File: src/design/imu_bias_calibrate_correct_assert.svh
// -----------------------------------------------------------------------------
// imu_bias_calibrate_correct_assert.svh
// Assertion macros used by the IMU bias calibration top-level design file.
// -----------------------------------------------------------------------------
`ifndef IMU_BIAS_CALIBRATE_CORRECT_ASSERT_SVH
`define IMU_BIAS_CALIBRATE_CORRECT_ASSERT_SVH

// Check a property on every rising clock edge outside reset.
`define IBCC_ASSERT(lbl, clk, rst_n, prop, msg) \
	lbl: assert property (@(posedge clk) disable iff (!rst_n) prop) else $error(msg);

// Check that a condition never holds outside reset.
`define IBCC_ASSERT_NEVER(lbl, clk, rst_n, cond, msg) \
	lbl: assert property (@(posedge clk) disable iff (!rst_n) !(cond)) else $error(msg);

`endif

File: src/design/ibcc_pkg.sv
// -----------------------------------------------------------------------------
// ibcc_pkg
// Widths, codes and lane control type for the IMU bias calibration block.
// -----------------------------------------------------------------------------
package ibcc_pkg;

	localparam int AXES      = 6;
	localparam int ACC_AXES  = 3;
	localparam int RAW_W     = 16;
	localparam int SUM_W     = 24;
	localparam int SUM_MAG_W = 23;
	localparam int QUOT_W    = 16;
	localparam int OFF_W     = 18;
	localparam int GRAV_W    = 16;
	localparam int S_TDATA_W = 96;
	localparam int M_TDATA_W = 112;

	localparam int CAL_SAMPLES_DEF = 100;
	localparam logic [GRAV_W-1:0] GRAVITY_RESET = 16'd16384;
	// Gravity register value zero stands for a full 32768 counts
	localparam logic [OFF_W-1:0] GRAVITY_FULL = 18'd32768;

	typedef enum logic [1:0] {
		ST_ABSORB = 2'd0,
		ST_DONE   = 2'd1,
		ST_CORR   = 2'd2
	} status_t;

	typedef enum logic {
		REQ_MEAS = 1'b0,
		REQ_CAL  = 1'b1
	} req_t;

	typedef struct packed {
		logic cal_en;
		logic run_start;
		logic div_en;
		logic off_wr;
	} lane_ctrl_t;

endpackage

File: src/design/ibcc_lane.sv
// -----------------------------------------------------------------------------
// ibcc_lane
// One axis: running sum, divide by the run length, offset store and correction.
// -----------------------------------------------------------------------------
module ibcc_lane #(
	parameter int CAL_SAMPLES = ibcc_pkg::CAL_SAMPLES_DEF
) (
	input  logic                                clk,
	input  logic                                arst_n,
	input  ibcc_pkg::lane_ctrl_t                ctrl,
	input  logic signed [ibcc_pkg::RAW_W-1:0]   raw,
	input  logic signed [ibcc_pkg::OFF_W-1:0]   off_new,
	output logic        [ibcc_pkg::QUOT_W-1:0]  quot_mag,
	output logic                                quot_neg,
	output logic signed [ibcc_pkg::OFF_W-1:0]   corr
);
	import ibcc_pkg::*;

	// Reciprocal for an exact floor divide of a SUM_MAG_W-bit magnitude
	localparam int     RECIP_SHIFT = SUM_MAG_W + $clog2(CAL_SAMPLES);
	localparam int     RECIP_W     = SUM_MAG_W + 1;
	localparam int     PROD_W      = SUM_MAG_W + RECIP_W;
	localparam longint RECIP       =
		((longint'(1) << RECIP_SHIFT) + longint'(CAL_SAMPLES) - 1) / CAL_SAMPLES;

	logic signed [SUM_W-1:0]     sum_q;
	logic signed [SUM_W-1:0]     sum_base;
	logic signed [SUM_W-1:0]     sum_next;
	logic        [SUM_MAG_W-1:0] sum_abs;
	logic        [PROD_W-1:0]    prod;
	logic        [RECIP_W-1:0]   recip_c;
	logic        [QUOT_W-1:0]    quot_mag_s2;
	logic                        quot_neg_s2;
	logic signed [OFF_W-1:0]     off_q;

	// Accumulate, clearing at the first sample of a run
	always_comb begin
		sum_base = ctrl.run_start ? '0 : sum_q;
		sum_next = sum_base + SUM_W'(raw);
	end

	always_ff @(posedge clk or negedge arst_n) begin
		if (!arst_n) begin
			sum_q <= '0;
		end else if (ctrl.cal_en) begin
			sum_q <= sum_next;
		end
	end

	// Divide magnitude by the run length, truncating toward zero
	always_comb begin
		recip_c = RECIP_W'(RECIP);
		sum_abs = sum_q[SUM_W-1] ? SUM_MAG_W'(-sum_q) : SUM_MAG_W'(sum_q);
		prod    = PROD_W'(sum_abs) * PROD_W'(recip_c);
	end

	always_ff @(posedge clk) begin
		if (ctrl.div_en) begin
			quot_mag_s2 <= prod[RECIP_SHIFT +: QUOT_W];
			quot_neg_s2 <= sum_q[SUM_W-1];
		end
	end

	assign quot_mag = quot_mag_s2;
	assign quot_neg = quot_neg_s2;

	// Hold the offset; load it when the merge stage finishes a run
	always_ff @(posedge clk or negedge arst_n) begin
		if (!arst_n) begin
			off_q <= '0;
		end else if (ctrl.off_wr) begin
			off_q <= off_new;
		end
	end

	assign corr = OFF_W'(raw) - off_q;

endmodule

File: config.mk
export PLATFORM = sky130hd
export DESIGN_NAME = ibcc_lane
export DESIGN_NICKNAME = d
export VERILOG_FILES = /design/src/design/imu_bias_calibrate_correct_assert.svh /design/src/design/ibcc_pkg.sv /design/src/design/ibcc_lane.sv
export SDC_FILE = /design/constraint.sdc
export NUM_CORES = 1
export LEC_CHECK = 0
export BUFFER_PORTS_ARGS = -buffer_cell sky130_fd_sc_hd__buf_2
export CAP_MARGIN = 0
export CORE_MARGIN = 5
export CORE_UTILIZATION = 40
export DETAILED_ROUTE_END_ITERATION = 12
export PLACE_DENSITY = 0.6
export SYNTH_ARGS = -nofsm -noshare
export SYNTH_HDL_FRONTEND = slang
export SYNTH_SLANG_ARGS = --single-unit
File: constraint.sdc
create_clock -name clk -period 9.7 [get_ports clk]
set_input_delay 1.94 -clock clk [delete_from_list [all_inputs] [get_ports clk]]
set_output_delay 1.94 -clock clk [all_outputs]
set_load 0.03 [all_outputs]
**Yosys cells after proc, flatten, opt, wreduce, memory -nomap -nowiden**

Index checks and enable logic that the tools add are counted.

- $add $sub $neg: 3
- Multipliers: 1
- Mux-type cells: 2

Operator list:

| cell | count |
|---|---|
| multiplier 23 x 24 -> 46 bit (second input constant) | 1 |
| adder 24 x 16 -> 24 bit | 1 |
| 2-to-1 mux 24 bit | 1 |
| 2-to-1 mux 23 bit | 1 |
| negation 23 bit | 1 |
| subtractor 16 x 18 -> 18 bit | 1 |

- Register bits after elaboration: 59
- Output and inout port bits: 35
- Word-level logic and storage cells: 10

**Longest topological paths before layout**

Gate-level depths: netlist of run 1.

- Depth after elaboration: 3
- Gate-level depth with buffers: 32
- Mapped depth without buffers: 32

**Worst setup path after synthesis of run 1**

No wires, ideal clock.

- Path kind: register -> register
- Start: register sum_q[0]
- End: register quot_mag_s2[15] (netlist: quot_mag[15]), data pin
- Library setup time: 260 ps
- Arrival time: 8461 ps
- Data required time: 9440 ps
- Path slack: 979 ps
- Cell stages (with the launch flop): 32
- Clock period less this slack: 8721 ps
- Cell sequence: dfrtp_1 > inv_1 > ha_1 > nand2_1 > or4_1 > or4_1 > or4_4 > o31ai_4 > xor2_2 > inv_1 > ha_1 > inv_1 > ha_1 > xor2_1 > ha_1 > fa_1 > fa_1 > inv_1 > fa_1 > inv_1 > fa_1 > ha_1 > ha_1 > nand2_1 > nor4_1 > nand4_1 > a21oi_1 > o31ai_1 > a21oi_1 > a31oi_1 > a31oi_1 > xnor2_1

- Word-level cells in the longest chain between the ends: 3

Ends and longest elaborated chain:

| item | RTL line | RTL |
|---|---|---|
| from (decl) | ibcc_lane.sv:26 | `logic signed [SUM_W-1:0] sum_q;` |
| from (signal assigned) | ibcc_lane.sv:46 | `sum_q <= sum_next;` |
| negation 23 bit | ibcc_lane.sv:53 | `sum_abs = sum_q[SUM_W-1] ? SUM_MAG_W'(-sum_q) : SUM_MAG_W'(sum_q);` |
| 2-to-1 mux 23 bit (*) | ibcc_lane.sv:53 |  |
| multiplier 23 x 24 -> 46 bit (*) | ibcc_lane.sv:54 | `prod = PROD_W'(sum_abs) * PROD_W'(recip_c);` |
| net prod[45] | ibcc_lane.sv:30 | `logic [PROD_W-1:0] prod;` |
| to (signal assigned) | ibcc_lane.sv:59 | `quot_mag_s2 <= prod[RECIP_SHIFT +: QUOT_W];` |
| to (decl) | ibcc_lane.sv:32 | `logic [QUOT_W-1:0] quot_mag_s2;` |

The timed path passes the listed nets; every way through them passes the cells marked *.
A chain may end at the register's enable or synchronous reset.

**Final worst setup path of run 1**

- Start: register sum_q[2]
- End: register quot_mag_s2[14] (netlist: quot_mag[14]), data pin

The elaborated chain is that of the path after synthesis.

==> results of run 1 <==
[cells by family (layout without fill, tap and decap cells)]
kind of cell	after synthesis	after routing	synth area share
AO/OA/AOI/OAI	185	185	0.0916
XOR/XNOR	75	75	0.0494
adder cells (fa/ha/maj)	473	473	0.549
buffers and inverters	368	460	0.103
flip-flops	59	59	0.116
multiplexers	18	18	0.0150
AND/OR/NAND/NOR	198	198	0.0755
[flip-flops by register name, indices dropped and copies added, names as in the netlist]
| register | count |
|---|---|
| off_q | 18 |
| quot_mag | 16 |
| quot_neg | 1 |
| sum_q | 24 |
[cell usage in the layout (no fill, tap or decap), types with 32 or more instances in the layout]
cell / Yosys / final
buf_2: 0 / 74
fa_1: 195 / 195
dfrtp_1: 42 / 42
nor2b_1: 32 / 32
nand2_1: 51 / 51
ha_1: 278 / 278
o21ai_0: 40 / 40
nor2_1: 39 / 39
a21oi_1: 47 / 47
xnor2_1: 55 / 55
inv_1: 357 / 357
[cell type report]
| class | count | share of cell area |
|---|---|---|
| inverters | 357 | 0.0907 |
| repair buffers | 87 | 0.0317 |
| multi-input cells | 949 | 0.711 |
| flip-flops and latches | 59 | 0.106 |
| clock buffers | 14 | 0.0207 |
| well taps | 448 | 0.0379 |
| clock inverters | 2 | 0.00246 |
[through the flow]
step	hold WS, ps	cell area, µm²	setup slack, ps	util	std cells
floorplan	485	13400	979	-	1376
global placement	500	14400	569	0.432	1900
global route	548	14800	30.0	0.443	1916
CTS	525	14800	416	0.443	1916
finish	518	14800	543	0.443	1916
detailed placement	512	14400	426	0.432	1900
[path summary, 6_finish.rpt]
kind | from | endpoint
min in group asynchronous | arst_n | off_q[2]
worst max-delay path | sum_q[2] | quot_mag[14]
worst max register to register | sum_q[2] | quot_mag[14]
worst min register to register | off_q[0] | off_q[0]
max in group asynchronous | arst_n | sum_q[11]
worst min-delay path | off_q[0] | off_q[0]
[cells in the mapped netlist, types with 7 or more instances]
library cell    n
inv_1         357
ha_1          278
or4_1           7
a211oi_1        9
nand2_1        51
xnor2_1        55
nand3_1        14
xor2_1         19
a21oi_1        47
o21a_1          8
nor2b_1        32
nor2_1         39
o21ai_0        40
fa_1          195
edfxtp_1       17
dfrtp_1        42
o31ai_1        10
mux2_2         17
and3_1          8
nor3_1         12
a21o_1         26
clkbuf_1       11
nand2b_1        7
[per-layer routing]
metal	GRT usage	routed length, µm	up-vias
li1	-	-	4611
met1	0.239	15100	4571
met2	0.285	14600	165
met3	0.0275	1190	32
met4	0.0412	601	0
met5	0	0	-
[critical path: cells and delay by family (launching register included)]
family / cells / cell delay (ps)
adders and majority gates: 9 / 3750
and+or+nand+nor: 9 / 2590
AOI/OAI and AO/OA: 6 / 1190
buffers and inverters: 5 / 510
DFF: 1 / 460
xor gates and xnor gates: 2 / 440
==> summary.txt, run 1 <==
GRT
  – Number of global-route vias before repair: around 10000
  – Remaining Overflow, GRT: 0
  – Largest net degree at the start of global routing: 43
  – GRT Total Usage: 0.172
  – Initial antenna violation count: 0
  – First-pass GRT wire length: roughly 52000 µm

STA
  – Final Hold Vio Count: 0
  – Final period util: 0.944
  – Final setup viols: 0
  – Slew HR: 0.141
  – Fin Setup TNS: 0 ps
  – Worst slew pin tran: about 1300 ps
  – RSZ-0062 raised after global routing: no
  – Fmax: about 110 MHz
  – Minimum clock period: around 9000 ps
  – Setup Skew: 10.2 ps
  – Slew Viols, Final: 0

Route
  – Final WL: 31500 µm
  – Post-DRT Antenna Nets: 0
  – Wire per inst: roughly 16 µm
  – Vias per inst: 4.90
  – DRC: 0
  – First-pass DRT Iterations: 4
  – DR vias: 9379
  – Iteration-0 DRC Markers: ~380

Clocking
  – Clock tree sinks: 59
  – CTS max path bufs: 2
  – # resized after CTS: 0
  – Clock tree from TritonCTS: built
  – Post-CTS Setup Inserts: 0
  – Hold Buf Count CTS: 0
  – Root Driver: clkbuf_16
  – CTS buffer count: 9
  – H-Tree Depth: 3
  – Clk Latency, worst-skew pair: between 300 and 400 ps
  – Clock-pin slew on the worst setup and hold paths: 60 ps

Synthesis
  – Yosys reg bits: 59
  – Synth cell types: 63
  – Leading area contributor after synthesis: fa_1
  – Mean Syn Cell Area: 9.76 µm²
  – Asr flop ratio synth: 0.712
  – Top cell type's share of synthesized area: 0.291
  – Seq/Total Area, Yosys: 0.116
  – Synth Warn #: 0
  – Syn Std Cell Area: ~0.013 mm²
  – Number of enable flip-flop cells after synthesis: 17
  – Cells after Synth: 1376
  – Most common flop cell mapped by yosys: dfrtp_1
  – Synth area leaders: fa_1 29%, ha_1 26%, inv_1 10%, dfrtp_1 7.8%, edfxtp_1 3.8%
  – Mapped Nets: about 1900

Setup path
  – Critical path's slowest cell: fa_1
  – Worst R2R Setup Slack: approximately 540 ps
  – WS Path Type: reg -> reg
  – Startpoint Class: flip-flop
  – Required @ worst endpoint: 9850 ps
  – Most used cell, CP: ha_1
  – Crit end category: flip-flop
  – Reg2reg path depth: 31
  – CP Max Fanout: 6
  – Largest stage delay on the critical path: about 550 ps
  – Crit path DAT: ~9300 ps

Die
  – Initial core utilization: 0.403
  – Rows: 67
  – Num ports: 75
  – Die area: ~0.037 mm²
  – Die Wd: around 190 µm
  – Die H: 193 µm
  – Core box area: 0.0334 mm²

Place
  – Final RePlAce weighted congestion: 0.940
  – Hpwl dp: between 20000 and 30000 µm
  – IO buf count: 74

Final layout
  – Diode count: 0
  – Area grow syn2layout: 9.94%
  – Layout cells sized above 1: 0.0913
  – Register area: 0.00156 mm²
  – Number of nets in the layout: just under 2000
  – Multi-input logic area: between 0.01 and 0.015 mm²
  – Layout filler cell count: 3256

Hold path
  – Hold depth: 1
  – Min-Delay Path Class: reg -> reg

Flow run
  – Max-cap violations: 0

Outcome
  – Outcome: finished clean
Power of run 1 is not shown: default switching activity piles up to over one toggle a cycle in this logic, so the estimate is an artifact.
==> inputs of run 2 (changes only) <==
--- a/config.mk
+++ b/config.mk
@@ -10,7 +10,9 @@
 export CORE_MARGIN = 5
 export CORE_UTILIZATION = 40
 export DETAILED_ROUTE_END_ITERATION = 12
+export HOLD_SLACK_MARGIN = 0.15
 export PLACE_DENSITY = 0.6
+export REMOVE_ABC_BUFFERS = 1
 export SYNTH_ARGS = -nofsm -noshare
 export SYNTH_HDL_FRONTEND = slang
 export SYNTH_SLANG_ARGS = --single-unit
==> run 2 against run 1 <==
Compared with the run above:
- fmax rose by 0.64%
- setup slack improved by 58 ps
- non-clock buffer count rose by 4
- clock skew barely moved
- first-iteration DRC count rose by 22%
- final cell count rose by 0.21%
- sequential cell count did not move
- via count fell by 1.1%
- critical endpoint is now quot_mag[15]
- highest routed layer unchanged
==> summary.txt, run 2 (same netlist as run 1, synthesis figures left out) <==
Setup path
  – WS Path Type: reg -> reg
  – Most used cell, CP: inv_1
  – Crit end category: flip-flop
  – Crit path DAT: ~9200 ps
  – Required @ worst endpoint: 9810 ps
  – Largest stage delay on the critical path: ~560 ps
  – Critical path's slowest cell: fa_1
  – CP Max Fanout: 6
  – Startpoint Class: flip-flop

Route
  – Post-DRT Antenna Nets: 0
  – Met3 WL: 1280 µm
  – DR top layer: met4
  – Vias per inst: 4.83
  – Wire per inst: roughly 16 µm
  – Met2 wire length: between 10000 and 15000 µm
  – DR vias: 9280
  – Final WL: 30900 µm
  – First-pass DRT Iterations: 5
  – M1 WL: around 15000 µm
  – Iteration-0 DRC Markers: about 470
  – DRC: 0

GRT
  – Number of global-route vias before repair: roughly 9800
  – Remaining Overflow, GRT: 0
  – First-pass GRT wire length: slightly above 50000 µm
  – Initial antenna violation count: 0
  – Largest net degree at the start of global routing: between 40 and 50
  – GRT Total Usage: 0.170

STA
  – RSZ-0062 raised after global routing: no
  – Final setup viols: 0
  – Minimum clock period: roughly 9100 ps
  – Fmax: 110 MHz
  – Slew Viols, Final: 0
  – Final period util: 0.938
  – Worst slew pin tran: 829 ps
  – Fin Setup TNS: 0 ps
  – Slew HR: 0.443
  – Setup Skew: approximately 10 ps
  – Final Hold Vio Count: 0

Clocking
  – Clock-pin slew on the worst setup and hold paths: roughly 60 ps
  – CTS buffer count: 9
  – Clock tree sinks: 59
  – Root Driver: clkbuf_16
  – Clock tree from TritonCTS: built
  – Hold Buf Count CTS: 0
  – Clk Latency, worst-skew pair: ~360 ps
  – CTS max path bufs: 2
  – H-Tree Depth: 3

Place
  – IO buf count: 74
  – Hpwl dp: approximately 28000 µm
  – Final RePlAce weighted congestion: about 0.92

Final layout
  – Layout cells sized above 1: 0.0924
  – Number of nets in the layout: between 1500 and 2000
  – Most frequent cells in the layout: 357 x inv_1, 278 x ha_1, 195 x fa_1
  – Max reg flops: 24
  – Area grow syn2layout: 9.94%
  – Biggest register: sum_q
  – Most common cell after layout, fill and taps aside: inv_1
  – Diode count: 0

Die
  – Die area: ~0.037 mm²
  – Die H: 193 µm
  – Num ports: 75
  – Core box area: 0.0334 mm²
  – Initial core utilization: 0.403
  – Die Wd: ~190 µm
  – Rows: 67

Outcome
  – Outcome: finished clean

Hold path
  – Min-Delay Path Class: reg -> reg

Flow run
  – Max-cap violations: 0
[run 2: worst paths after layout]
path                               start  slack (ps)           end  cells past startpoint
worst max-delay path            sum_q[2]         600  quot_mag[15]                     32
worst min-delay path            off_q[0]         520      off_q[0]                      1
max in group asynchronous         arst_n        7690     sum_q[23]                      2
worst max register to register  sum_q[2]         600  quot_mag[15]                     32
worst min register to register  off_q[0]         520      off_q[0]                      1
min in group asynchronous         arst_n        1640      off_q[0]                      2
[run 2: area by class of cell]
cell class                 count  area, µm²
clock buffer                  13        272
clock inverter                 3       43.8
fill                        3315      18600
inverter                     357       1340
multi-input combinational    949      10500
sequential                    59       1560
tap                          448        561
timing repair buffer          91        498
[run 2: what timing repair did]
action                     4_1_cts  5_1_grt
setup endpoints to repair        0        5
buffers inserted                 0        2
gates resized for setup          0        1
[run 2: per-layer routing]
metal,track usage,vias to the layer above
met5,0,-
met4,0.0278,0
met3,0.0332,21
met2,0.275,163
met1,0.242,4478
li1,-,4618
[run 2: worst max-delay path: cells and delay by family, from the launching register on]
kind / cells / cell delay, ps
simple gates: 6 / 2130
buf+inv: 7 / 610
fa+ha+maj: 9 / 3650
compound gates: 8 / 1650
xor+xnor: 2 / 380
flops: 1 / 450
[run 2: per-stage QoR]
stage,cells,util,hold slack [ps],setup slack (ps),area (µm²)
6_report,1920,0.443,515,601,14800
5_1_grt,1920,0.443,559,47.3,14800
4_1_cts,1918,0.442,518,281,14800
3_5_place_dp,1902,0.433,506,310,14400
3_3_place_gp,1902,0.433,505,436,14400
2_1_floorplan,1365,-,485,979,13400
Power of run 2 is left out for the same reason.
