File: config.mk
export PLATFORM = sky130hd
export DESIGN_NAME = ibcc_merge
export DESIGN_NICKNAME = d
export VERILOG_FILES = /design/src/design/imu_bias_calibrate_correct_assert.svh /design/src/design/ibcc_pkg.sv /design/src/design/ibcc_merge.sv
export SDC_FILE = /design/constraint.sdc
export NUM_CORES = 1
export LEC_CHECK = 0
export ABC_AREA = 1
export ABC_CLOCK_PERIOD_IN_PS = 7600
export BUFFER_PORTS_ARGS = -buffer_cell sky130_fd_sc_hd__buf_2
export CORE_ASPECT_RATIO = 0.7
export CORE_MARGIN = 5
export CORE_UTILIZATION = 50
export DETAILED_ROUTE_END_ITERATION = 10
export GPL_TIMING_DRIVEN = 0
export PLACE_DENSITY = 0.83
export SLEW_MARGIN = 25
export SYNTH_ARGS = -nofsm -noshare
export SYNTH_HDL_FRONTEND = slang
export SYNTH_SLANG_ARGS = --single-unit
File: constraint.sdc
create_clock -name vclk -period 7.6
set_input_delay 0 -clock vclk [all_inputs]
set_output_delay 0 -clock vclk [all_outputs]
set_load 0.1 [all_outputs]
File: src/design/imu_bias_calibrate_correct_assert.svh
// -----------------------------------------------------------------------------
// imu_bias_calibrate_correct_assert.svh
// Assertion macros used by the IMU bias calibration top-level design file.
// -----------------------------------------------------------------------------
`ifndef IMU_BIAS_CALIBRATE_CORRECT_ASSERT_SVH
`define IMU_BIAS_CALIBRATE_CORRECT_ASSERT_SVH

// Check a property on every rising clock edge outside reset.
`define IBCC_ASSERT(lbl, clk, rst_n, prop, msg) \
	lbl: assert property (@(posedge clk) disable iff (!rst_n) prop) else $error(msg);

// Check that a condition never holds outside reset.
`define IBCC_ASSERT_NEVER(lbl, clk, rst_n, cond, msg) \
	lbl: assert property (@(posedge clk) disable iff (!rst_n) !(cond)) else $error(msg);

`endif

File: src/design/ibcc_pkg.sv
// -----------------------------------------------------------------------------
// ibcc_pkg
// Widths, codes and lane control type for the IMU bias calibration block.
// -----------------------------------------------------------------------------
package ibcc_pkg;

	localparam int AXES      = 6;
	localparam int ACC_AXES  = 3;
	localparam int RAW_W     = 16;
	localparam int SUM_W     = 24;
	localparam int SUM_MAG_W = 23;
	localparam int QUOT_W    = 16;
	localparam int OFF_W     = 18;
	localparam int GRAV_W    = 16;
	localparam int S_TDATA_W = 96;
	localparam int M_TDATA_W = 112;

	localparam int CAL_SAMPLES_DEF = 100;
	localparam logic [GRAV_W-1:0] GRAVITY_RESET = 16'd16384;
	// Gravity register value zero stands for a full 32768 counts
	localparam logic [OFF_W-1:0] GRAVITY_FULL = 18'd32768;

	typedef enum logic [1:0] {
		ST_ABSORB = 2'd0,
		ST_DONE   = 2'd1,
		ST_CORR   = 2'd2
	} status_t;

	typedef enum logic {
		REQ_MEAS = 1'b0,
		REQ_CAL  = 1'b1
	} req_t;

	typedef struct packed {
		logic cal_en;
		logic run_start;
		logic div_en;
		logic off_wr;
	} lane_ctrl_t;

endpackage

File: src/design/ibcc_merge.sv
// -----------------------------------------------------------------------------
// ibcc_merge
// Combines lane quotients: signs them and removes gravity from the dominant
// accelerometer axis.
// -----------------------------------------------------------------------------
module ibcc_merge (
	input  logic        [ibcc_pkg::QUOT_W-1:0] quot_mag [ibcc_pkg::AXES],
	input  logic                               quot_neg [ibcc_pkg::AXES],
	input  logic        [ibcc_pkg::GRAV_W-1:0] grav,
	output logic signed [ibcc_pkg::OFF_W-1:0]  off_new  [ibcc_pkg::AXES]
);
	import ibcc_pkg::*;

	logic signed [OFF_W-1:0] quot [AXES];
	logic signed [OFF_W-1:0] g_val;
	logic signed [OFF_W-1:0] q_dom;
	logic signed [OFF_W-1:0] adj;
	logic        [1:0]       dom_idx;
	logic                    dom_pos;

	always_comb begin
		// Apply the sign to each quotient
		for (int k = 0; k < AXES; k++) begin
			quot[k] = quot_neg[k] ? -OFF_W'(quot_mag[k]) : OFF_W'(quot_mag[k]);
		end

		// Largest accelerometer magnitude, lower index wins a tie
		dom_idx = 2'd0;
		if (quot_mag[1] > quot_mag[0]) begin
			dom_idx = 2'd1;
		end
		if (quot_mag[2] > quot_mag[{1'b0, dom_idx}]) begin
			dom_idx = 2'd2;
		end

		// Remove one g from the dominant axis: subtract it from a positive quotient, else add it
		g_val   = (grav == '0) ? GRAVITY_FULL : OFF_W'(grav);
		q_dom   = quot[{1'b0, dom_idx}];
		dom_pos = !quot_neg[{1'b0, dom_idx}] && (quot_mag[{1'b0, dom_idx}] != '0);
		adj     = dom_pos ? (q_dom - g_val) : (q_dom + g_val);

		for (int k = 0; k < AXES; k++) begin
			off_new[k] = quot[k];
		end
		for (int k = 0; k < ACC_AXES; k++) begin
			if (2'(k) == dom_idx) begin
				off_new[k] = adj;
			end
		end
	end

endmodule

---- Word-level counts from Yosys, hierarchy flattened ----
Cells that the tools add are included.
operators by class
  $add $sub $neg .......................... 8
  reduce and logical (&&, ||, !) cells .... 5
  bitwise gates (word level) .............. 2
  mux-type cells .......................... 25
  equal/unequal tests ..................... 2
  magnitude comparators ................... 4
operators by type and width
  kind                number
  $mux 18             12
  $neg 16->18         6
  $bmux 16 s3         2
  $mux 16             5
  $bmux 18 s3         1
  $gt 16x16->1        2
  $add 18x17->18      1
  $sub 18x17->18      1
  $logic_not 16->1    1
  $reduce_bool 16->1  1
  $ge 4x4->1 const B  2
  $not 2->4           2
  $bmux 1 s3          1
  $mux 1              3
  $eq 1x2->1 const A  1
  $eq 2x2->1 const A  1
  $logic_not 2->1     1
  $mux 2              1
  $logic_and 1x1->1   1
  $logic_not 1->1     1
storage, ports and cells
  output and inout bits ................... 108
  register bits ........................... 0
  bits of input ports ..................... 118
  word-level logic and storage cells ...... 46

---- Longest topological paths before layout ----
Gate-level depths: netlist of run 1.
  depth after elaboration ................. 16
  gate-level depth with buffers ........... 49
  depth with buffers taken out ............ 48

---- Worst setup path after synthesis of run 1 ----
Ideal clock, no wire load.
  path type ............................... input -> output
  from .................................... input quot_mag[95] (netlist bit)
  to ...................................... output off_new[104] (netlist bit)
  stages on the path ...................... 37
  setup slack ............................. 0.969 ns
  path buffers ............................ 2
  arrival time ............................ 6.631 ns
  cell sequence ........................... inv_1 > ha_1 > nand2_1 > nor3_2 > nand2_1 > nand2_2 > nand2_4 > buf_6 > o21ai_0 > inv_1 > ha_1 > nand4_1 > nor3_1 > nand2_1 > nand2_1 > nand2_1 > inv_1 > nand2_1 > nand3_1 > nand2_1 > inv_1 > nand2_2 > buf_6 > nand2_1 > xor2_1 > inv_1 > ha_1 > nand2_1 > nor2_1 > a211oi_1 > o221ai_1 > a31oi_1 > o21ai_0 > nand2_1 > nand2_1 > xor2_1 > o21ai_0
RTL lines
  item             RTL line          text
  start, declared  ibcc_merge.sv:7   input logic [ibcc_pkg::QUOT_W-1:0] quot_mag [ibcc_pkg::AXES],
  end, declared    ibcc_merge.sv:10  output logic signed [ibcc_pkg::OFF_W-1:0] off_new [ibcc_pkg::AXES]

==> results of run 1 <==
[logic make-up (layout without fill, tap and decap cells)]
logic type | after synthesis | count (layout)
AO/OA/AOI/OAI | 162 | 162
XOR/XNOR | 112 | 112
adder cells (fa/ha/maj) | 57 | 57
buffers and inverters | 178 | 400
multiplexers | 1 | 1
AND/OR/NAND/NOR | 464 | 464
[power breakdown]
part / internal, W / switching (W)
sequential: 0 / 0
combinational: 0.000459 / 0.00200
clock: 0 / 0
total: 0.000459 / 0.00200
[worst min-delay path by stage]
stage	depth (start not counted)	slack, ps	to
after floorplan	1	210	off_new[0]
after global placement	3	430	off_new[32]
after detailed placement	3	440	off_new[14]
after CTS	3	440	off_new[14]
after global routing	3	450	off_new[50]
final	3	440	off_new[50]
[per-stage QoR]
stage | power, W | setup slack [ps] | instance area [sq um] | util [%]
6_report | 0.002462 | 705.0 | 6536 | 63.35
5_1_grt | 0.002596 | 188.2 | 6536 | 63.35
4_1_cts | 0.002438 | 970.0 | 6536 | 63.35
3_5_place_dp | 0.002431 | 1006 | 6536 | 63.35
3_3_place_gp | 0.002422 | 1021 | 6536 | 63.35
2_1_floorplan | 0.001985 | 969.1 | 5260 | -
[area by class of cell]
type / count / area, sq um
Buffer: 30 / 156.4
Fill cell: 1063 / 3781
Inverter: 148 / 555.5
Multi-Input combinational cell: 796 / 4548
Tap cell: 132 / 165.2
Timing Repair Buffer: 222 / 1111
[tightest hold or removal path, cell delays in order]
cell and delay, ps:
buf_2 90, xor2_1 60, buf_2 280
[cells in the final DEF, fill, tap and decap left out, types with 16 or more instances in the layout]
cell type,netlist,routed
inv_1,145,145
nor2_1,103,103
xnor2_1,33,33
nand2_1,257,257
clkbuf_1,16,16
xor2_1,79,79
buf_2,8,230
a21oi_1,47,47
o21ai_0,76,76
nand3_1,34,34
ha_1,56,56
nor3_1,34,34
[per-layer routing]
metal | vias to the layer above | part of all wire [%] | GRT usage, %
met4 | 0 | 1.4 | 3.460
met3 | 30 | 12 | 5.068
met5 | - | 0 | 0
met1 | 3180 | 45 | 43.07
li1 | 3583 | - | -
met2 | 405 | 41 | 46.22
==> impl_metrics.json, run 1 <==
{
  "status": "complete, no violations",
  "row_count": 31,
  "worstHoldStart": "quot_mag[46]",
  "finalHoldViolCount": 0,
  "grt_first_pass_wirelength_um": 31000,
  "post-route-min-period_ps": 6895,
  "cp_data_required_time_ps": 7600,
  "grt_remaining_overflow": 0,
  "cp_num_cells": 38,
  "die_area_sq_mm": 0.01270,
  "worst-path-buf-inv": 9,
  "syn-num-nets": 1149,
  "crit_type": "in -> out",
  "period_share_pct": 90.72,
  "relSlewSlack_pct": 56.14,
  "postCtsSetupBuffers": 0,
  "worst_ir_drop_vdd_mv": 0.5920,
  "grt_start_max_net_pins": 11,
  "drv_slew": 0,
  "maxCapViolCount": 0,
  "die-width_um": 132.6,
  "synth_compound_area_share_pct": 17.13,
  "syn-instance-count": 974,
  "yosys.cell_count.top_type": "nand2_1",
  "max_freq_mhz": 145.0,
  "setup_viol": 0,
  "avgSynthCellArea_sq_um": 5.400,
  "routed_wl_um": 20060,
  "antenna_found_initial": 0,
  "syn_area_sq_mm": 0.005260,
  "setup-tns-final_ps": 0,
  "initial_utilization_pct": 50.98,
  "cp-end-kind": "primary output",
  "slowest_delay_ps": 500,
  "ant_nets": 0,
  "synth_top_area_share_pct": 18.34,
  "yosys.area_share.simple_pct": 36.80,
  "cp-endpoint": "off_new[105]",
  "n_antenna_cell": 0,
  "dp_hpwl_um": 17610,
  "wl_per_cell_um": 15.10,
  "cp-start-kind": "input port",
  "critPathMaxFanout": 10,
  "ys_types": 42,
  "fp.dieH_um": 95.82,
  "seqCellArea_sq_um": 0,
  "final_cells": 1328,
  "crit_family": "simple AND/OR/NAND/NOR gates",
  "ys_warn_count": 0,
  "crit_path_start": "quot_mag[91]",
  "syn2layout_area_growth_pct": 24.26,
  "core_sq_mm": 0.01032,
  "placed_cells": 1328,
  "clkbuf_count": 0,
  "drcViolationCount": 0,
  "rsz0062_at_grt": "no",
  "globalplace.congestion": 1.001,
  "cts_hold_buffers": 0,
  "nets": 1373,
  "cts-resized-gates": 0,
  "synth_top_family_by_area": "simple AND/OR/NAND/NOR gates",
  "synth_commonest_cells": "nand2_1 (257), inv_1 (145), nor2_1 (103)",
  "first_global_vias": 6344,
  "whs_ps": 435.0,
  "p_per_area_mw_per_mm2": 376.7,
  "worst_hold_path_type": "in -> out",
  "drtIter0Drc": 766,
  "port_buffers": 222,
  "seq_cells": 0,
  "synth-adder-area-share_pct": 13.70,
  "worst_pin_slew_ps": 651.9,
  "critPathSlowestCell": "buf_2",
  "cp.arrival_ps": 6900,
  "layout-drive-gt1-share_pct": 21.15,
  "vias_per_cell": 5.420,
  "cellLeakagePower_nw": 3.737,
  "vias": 7198,
  "synth.area.mux_share_pct": 0.1903,
  "firstDrtPassIters": 5,
  "yosys.area.top_type": "nand2_1",
  "synth_xor_xnor_area_share_pct": 18.65,
  "synthTopCellsByArea": "nand2_1 (18%), ha_1 (13%), xor2_1 (13%)",
  "grt_usage_pct": 29.37,
  "ys_seq_area_share_pct": 0,
  "io-pin-count": 226
}
Power figures use the tool's default switching activity.
==> run 2, diff against run 1 <==
--- a/config.mk
+++ b/config.mk
@@ -9,7 +9,7 @@
 export ABC_CLOCK_PERIOD_IN_PS = 7600
 export BUFFER_PORTS_ARGS = -buffer_cell sky130_fd_sc_hd__buf_2
 export CORE_ASPECT_RATIO = 0.7
-export CORE_MARGIN = 5
+export CORE_MARGIN = 3
 export CORE_UTILIZATION = 50
 export DETAILED_ROUTE_END_ITERATION = 10
 export GPL_TIMING_DRIVEN = 0
==> run 2 against run 1 <==
Net effect:
- sequential share of layout area did not move
- highest routed layer unchanged
- die area decreased by 7.1%
- hold slack better by 1.2 ps
- setup slack improved by 75 ps
- clock-buffer cell count unchanged
- critical path type unchanged
- via count grew 0.46%
- fmax is 1.1% higher
- first-iteration DRC count down 11%
==> impl_metrics.json, run 2 (synthesis gave the netlist of run 1 again) <==
{
  "drtIter0Drc": 679,
  "max_freq_mhz": 146.6,
  "worst_ir_drop_vdd_mv": 0.5828,
  "final_area_sq_mm": 0.006531,
  "grt_remaining_overflow": 0,
  "grt_first_pass_wirelength_um": 30580,
  "postCtsSetupBuffers": 0,
  "cellLeakagePower_nw": 3.737,
  "p_per_area_mw_per_mm2": 377.9,
  "cp-start-kind": "input port",
  "critPathSlowestCell": "buf_2",
  "layout_commonest_cell": "nand2_1",
  "nFillCells": 1048,
  "setup_viol": 0,
  "cp_data_required_time_ps": 7600,
  "worst_pin_slew_ps": 736.2,
  "worst-path-buf-inv": 9,
  "relSlewSlack_pct": 50.47,
  "fp.dieH_um": 91.82,
  "final_cells": 1324,
  "antenna_found_initial": 0,
  "period_share_pct": 89.74,
  "drv_slew": 0,
  "wl_per_cell_um": 15.17,
  "die_area_sq_mm": 0.01181,
  "mostFrequentLayoutCells": "nand2_1 (257), buf_2 (230), inv_1 (145)",
  "initial_utilization_pct": 52.68,
  "layout-drive-gt1-share_pct": 21.15,
  "cts-resized-gates": 0,
  "finalHoldViolCount": 0,
  "vias_per_cell": 5.461,
  "vias": 7231,
  "dp_hpwl_um": 17430,
  "core_sq_mm": 0.009985,
  "placed_cells": 1324,
  "seqCellArea_sq_um": 0,
  "first_global_vias": 6199,
  "drcViolationCount": 0,
  "die-width_um": 128.6,
  "firstDrtPassIters": 5,
  "status": "complete, no violations",
  "grt_start_max_net_pins": 11,
  "ant_nets": 0,
  "syn2layout_area_growth_pct": 24.17,
  "crit_type": "in -> out",
  "port_buffers": 222,
  "rsz0062_at_grt": "no",
  "seq_cells": 0,
  "row_count": 30,
  "n_antenna_cell": 0,
  "grt_usage_pct": 31.55,
  "clkbuf_count": 0,
  "cp-end-kind": "primary output",
  "post-route-min-period_ps": 6820,
  "place_area_sq_mm": 0.006531,
  "worst_hold_path_type": "in -> out",
  "slowest_delay_ps": 500,
  "routed_wl_um": 20090,
  "io-pin-count": 226,
  "crit_family": "simple AND/OR/NAND/NOR gates",
  "cts_hold_buffers": 0,
  "nets": 1373,
  "setup-tns-final_ps": 0,
  "critPathMaxFanout": 10,
  "whs_ps": 436.2,
  "cp.arrival_ps": 6820,
  "maxCapViolCount": 0,
  "globalplace.congestion": 1.014
}
==> run 2: cell counts in the layout (fill, tap and decap cells not counted) <==
Identical to the previous run, type by type.
==> run 2: worst paths after layout <==
check	cells past startpoint	endpoint	slack (ps)	startpoint
min	3	off_new[14]	440	quot_mag[14]
max	38	off_new[105]	780	quot_mag[91]
==> run 2: cell type report <==
cell class,instances,area [sq um],area share [%]
Buffer,30,156.4,2.395
Inverter,148,555.5,8.506
Multi-Input combinational cell,796,4548,69.64
Tap cell,128,160.2,2.452
Timing Repair Buffer,222,1111,17.01
==> run 2: report_power, final <==
part           leakage (nW)  switching, W  internal [W]  total [W]
registers                 0             0             0          0
logic                  3.74       0.00201      0.000459    0.00247
clock network             0             0             0          0
total                  3.74       0.00201      0.000459    0.00247
==> run 2: through the flow <==
stage / util, % / setup WS [ps] / total power, W
final: 65.41 / 779.9 / 0.002468
after global routing: 65.41 / 212.1 / 0.002601
after CTS: 65.41 / 999.9 / 0.002438
after detailed placement: 65.41 / 1030 / 0.002430
after global placement: 65.41 / 1026 / 0.002423
after floorplan: - / 969.1 / 0.001985
==> run 2: worst min-delay path: stages <==
cell,delay [ps]
buf_2,90
xor2_1,60
buf_2,280
==> run 2: routing by layer <==
metal  part of all wire, %  vias to the layer above  global-route usage, %
met4                   1.9                        0                  5.070
li1                      -                     3597                      -
met2                    40                      410                  47.75
met5                     0                        -                      0
met1                    46                     3186                  48.29
met3                    12                       38                  3.376
==> run 3, diff against run 2 <==
--- a/config.mk
+++ b/config.mk
@@ -14,6 +14,7 @@
 export DETAILED_ROUTE_END_ITERATION = 10
 export GPL_TIMING_DRIVEN = 0
 export PLACE_DENSITY = 0.83
+export RECOVER_POWER = 25
 export SLEW_MARGIN = 25
 export SYNTH_ARGS = -nofsm -noshare
 export SYNTH_HDL_FRONTEND = slang
==> run 3 against run 2 <==
Net effect:
- via count is 0.43% lower
- clock-buffer cell count stayed put
- die area stayed put
- utilization is 0.34 points lower
- largest cell class unchanged
==> impl_metrics.json, run 3 (synthesis gave the netlist of run 1 again) <==
{
  "worst_pin_slew_ps": 1187,
  "critPathSlowestCell": "buf_2",
  "drtIter0Drc": 696,
  "initial_utilization_pct": 52.68,
  "power_frac_clock_pct": 0,
  "globalplace.congestion": 1.014,
  "relSlewSlack_pct": 21.20,
  "pwr-share-seq_pct": 0,
  "p_per_area_mw_per_mm2": 379.2,
  "rsz0062_at_grt": "no",
  "firstDrtPassIters": 6,
  "whs_ps": 435.4,
  "grt_usage_pct": 31.55,
  "nFillCells": 1066,
  "post-route-min-period_ps": 6887,
  "dp_hpwl_um": 17430,
  "row_count": 30,
  "seqCellArea_sq_um": 0,
  "clkbuf_count": 0,
  "wl_per_cell_um": 15.16,
  "worst_ir_drop_vdd_mv": 0.5812,
  "cp_data_required_time_ps": 7600,
  "vias": 7200,
  "vias_per_cell": 5.438,
  "cts_hold_buffers": 0,
  "cts-resized-gates": 0,
  "grt_remaining_overflow": 0,
  "core_sq_mm": 0.009985,
  "p_int_w": 0.0004549,
  "n_antenna_cell": 0,
  "first_global_vias": 6199,
  "layout-drive-gt1-share_pct": 18.90,
  "postCtsSetupBuffers": 0,
  "slowest_delay_ps": 510,
  "crit_type": "in -> out",
  "nets": 1373,
  "ant_nets": 0,
  "die-width_um": 128.6,
  "die_area_sq_mm": 0.01181,
  "worst_hold_path_type": "in -> out",
  "layout_commonest_cell": "nand2_1",
  "cp.arrival_ps": 6890,
  "critPathMaxFanout": 10,
  "setup-tns-final_ps": 0,
  "grt_first_pass_wirelength_um": 30580,
  "status": "complete, no violations",
  "seq_cells": 0,
  "period_share_pct": 90.61,
  "mostFrequentLayoutCells": "nand2_1 (257), buf_2 (203), inv_1 (145)",
  "drv_slew": 0,
  "io-pin-count": 226,
  "p_sw_w": 0.002009,
  "finalHoldViolCount": 0,
  "cellLeakagePower_nw": 3.663,
  "fp.dieH_um": 91.82,
  "syn2layout_area_growth_pct": 23.53,
  "drcViolationCount": 0,
  "power.share.combinational_pct": 100.0,
  "max_freq_mhz": 145.2,
  "switching_share_pct": 81.54,
  "power_w": 0.002464,
  "cp-start-kind": "input port",
  "grt_start_max_net_pins": 11,
  "setup_viol": 0,
  "port_buffers": 222,
  "routed_wl_um": 20080,
  "cp-end-kind": "primary output",
  "antenna_found_initial": 0,
  "maxCapViolCount": 0
}
[run 3: cell count changes in the layout (fill, tap and decap cells not counted)]
cell,before,now
buf_2,230,203
clkbuf_1,16,43
[run 3: power by group through the flow]
stage	Clock [W]	Sequential, W	Combinational [W]
after floorplan	0	0	0.00199
after global placement	0	0	0.00242
final	0	0	0.00246
after CTS	0	0	0.00244
after detailed placement	0	0	0.00243
after global routing	0	0	0.00260
[run 3: final timing paths]
path	end	from	cells after the start
max	off_new[105]	quot_mag[91]	38
min	off_new[14]	quot_mag[14]	3
[run 3: area by class of cell]
cell class	count	area [sq um]	area share, %
Inverter	148	555.5	8.550
Tap cell	128	160.2	2.465
Buffer	30	156.4	2.407
Timing Repair Buffer	222	1077	16.58
Multi-Input combinational cell	796	4548	70.00
[run 3: stage by stage]
step | instance area, sq um | worst slack [ps] | utilization (%) | std cells
floorplan | 5260 | 969.1 | - | 974
global placement | 6531 | 1026 | 65.41 | 1324
detailed placement | 6531 | 1030 | 65.41 | 1324
CTS | 6531 | 999.9 | 65.41 | 1324
global route | 6497 | 212.1 | 65.08 | 1324
finish | 6497 | 713.5 | 65.08 | 1324
[run 3: per-layer routing]
| layer | track usage, % | wire, um |
|---|---|---|
| met5 | 0 | 0 |
| met4 | 5.070 | 367 |
| met3 | 3.376 | 2465 |
| met2 | 47.75 | 8136 |
| met1 | 48.29 | 9107 |
[run 3: worst max-delay path: cells and delay by family]
family,cells,cell delay [ps]
xor gates and xnor gates,1,260
adders and majority gates,3,1010
buffers and inverters,9,1960
and+or+nand+nor,18,2730
AOI/OAI and AO/OA,7,900
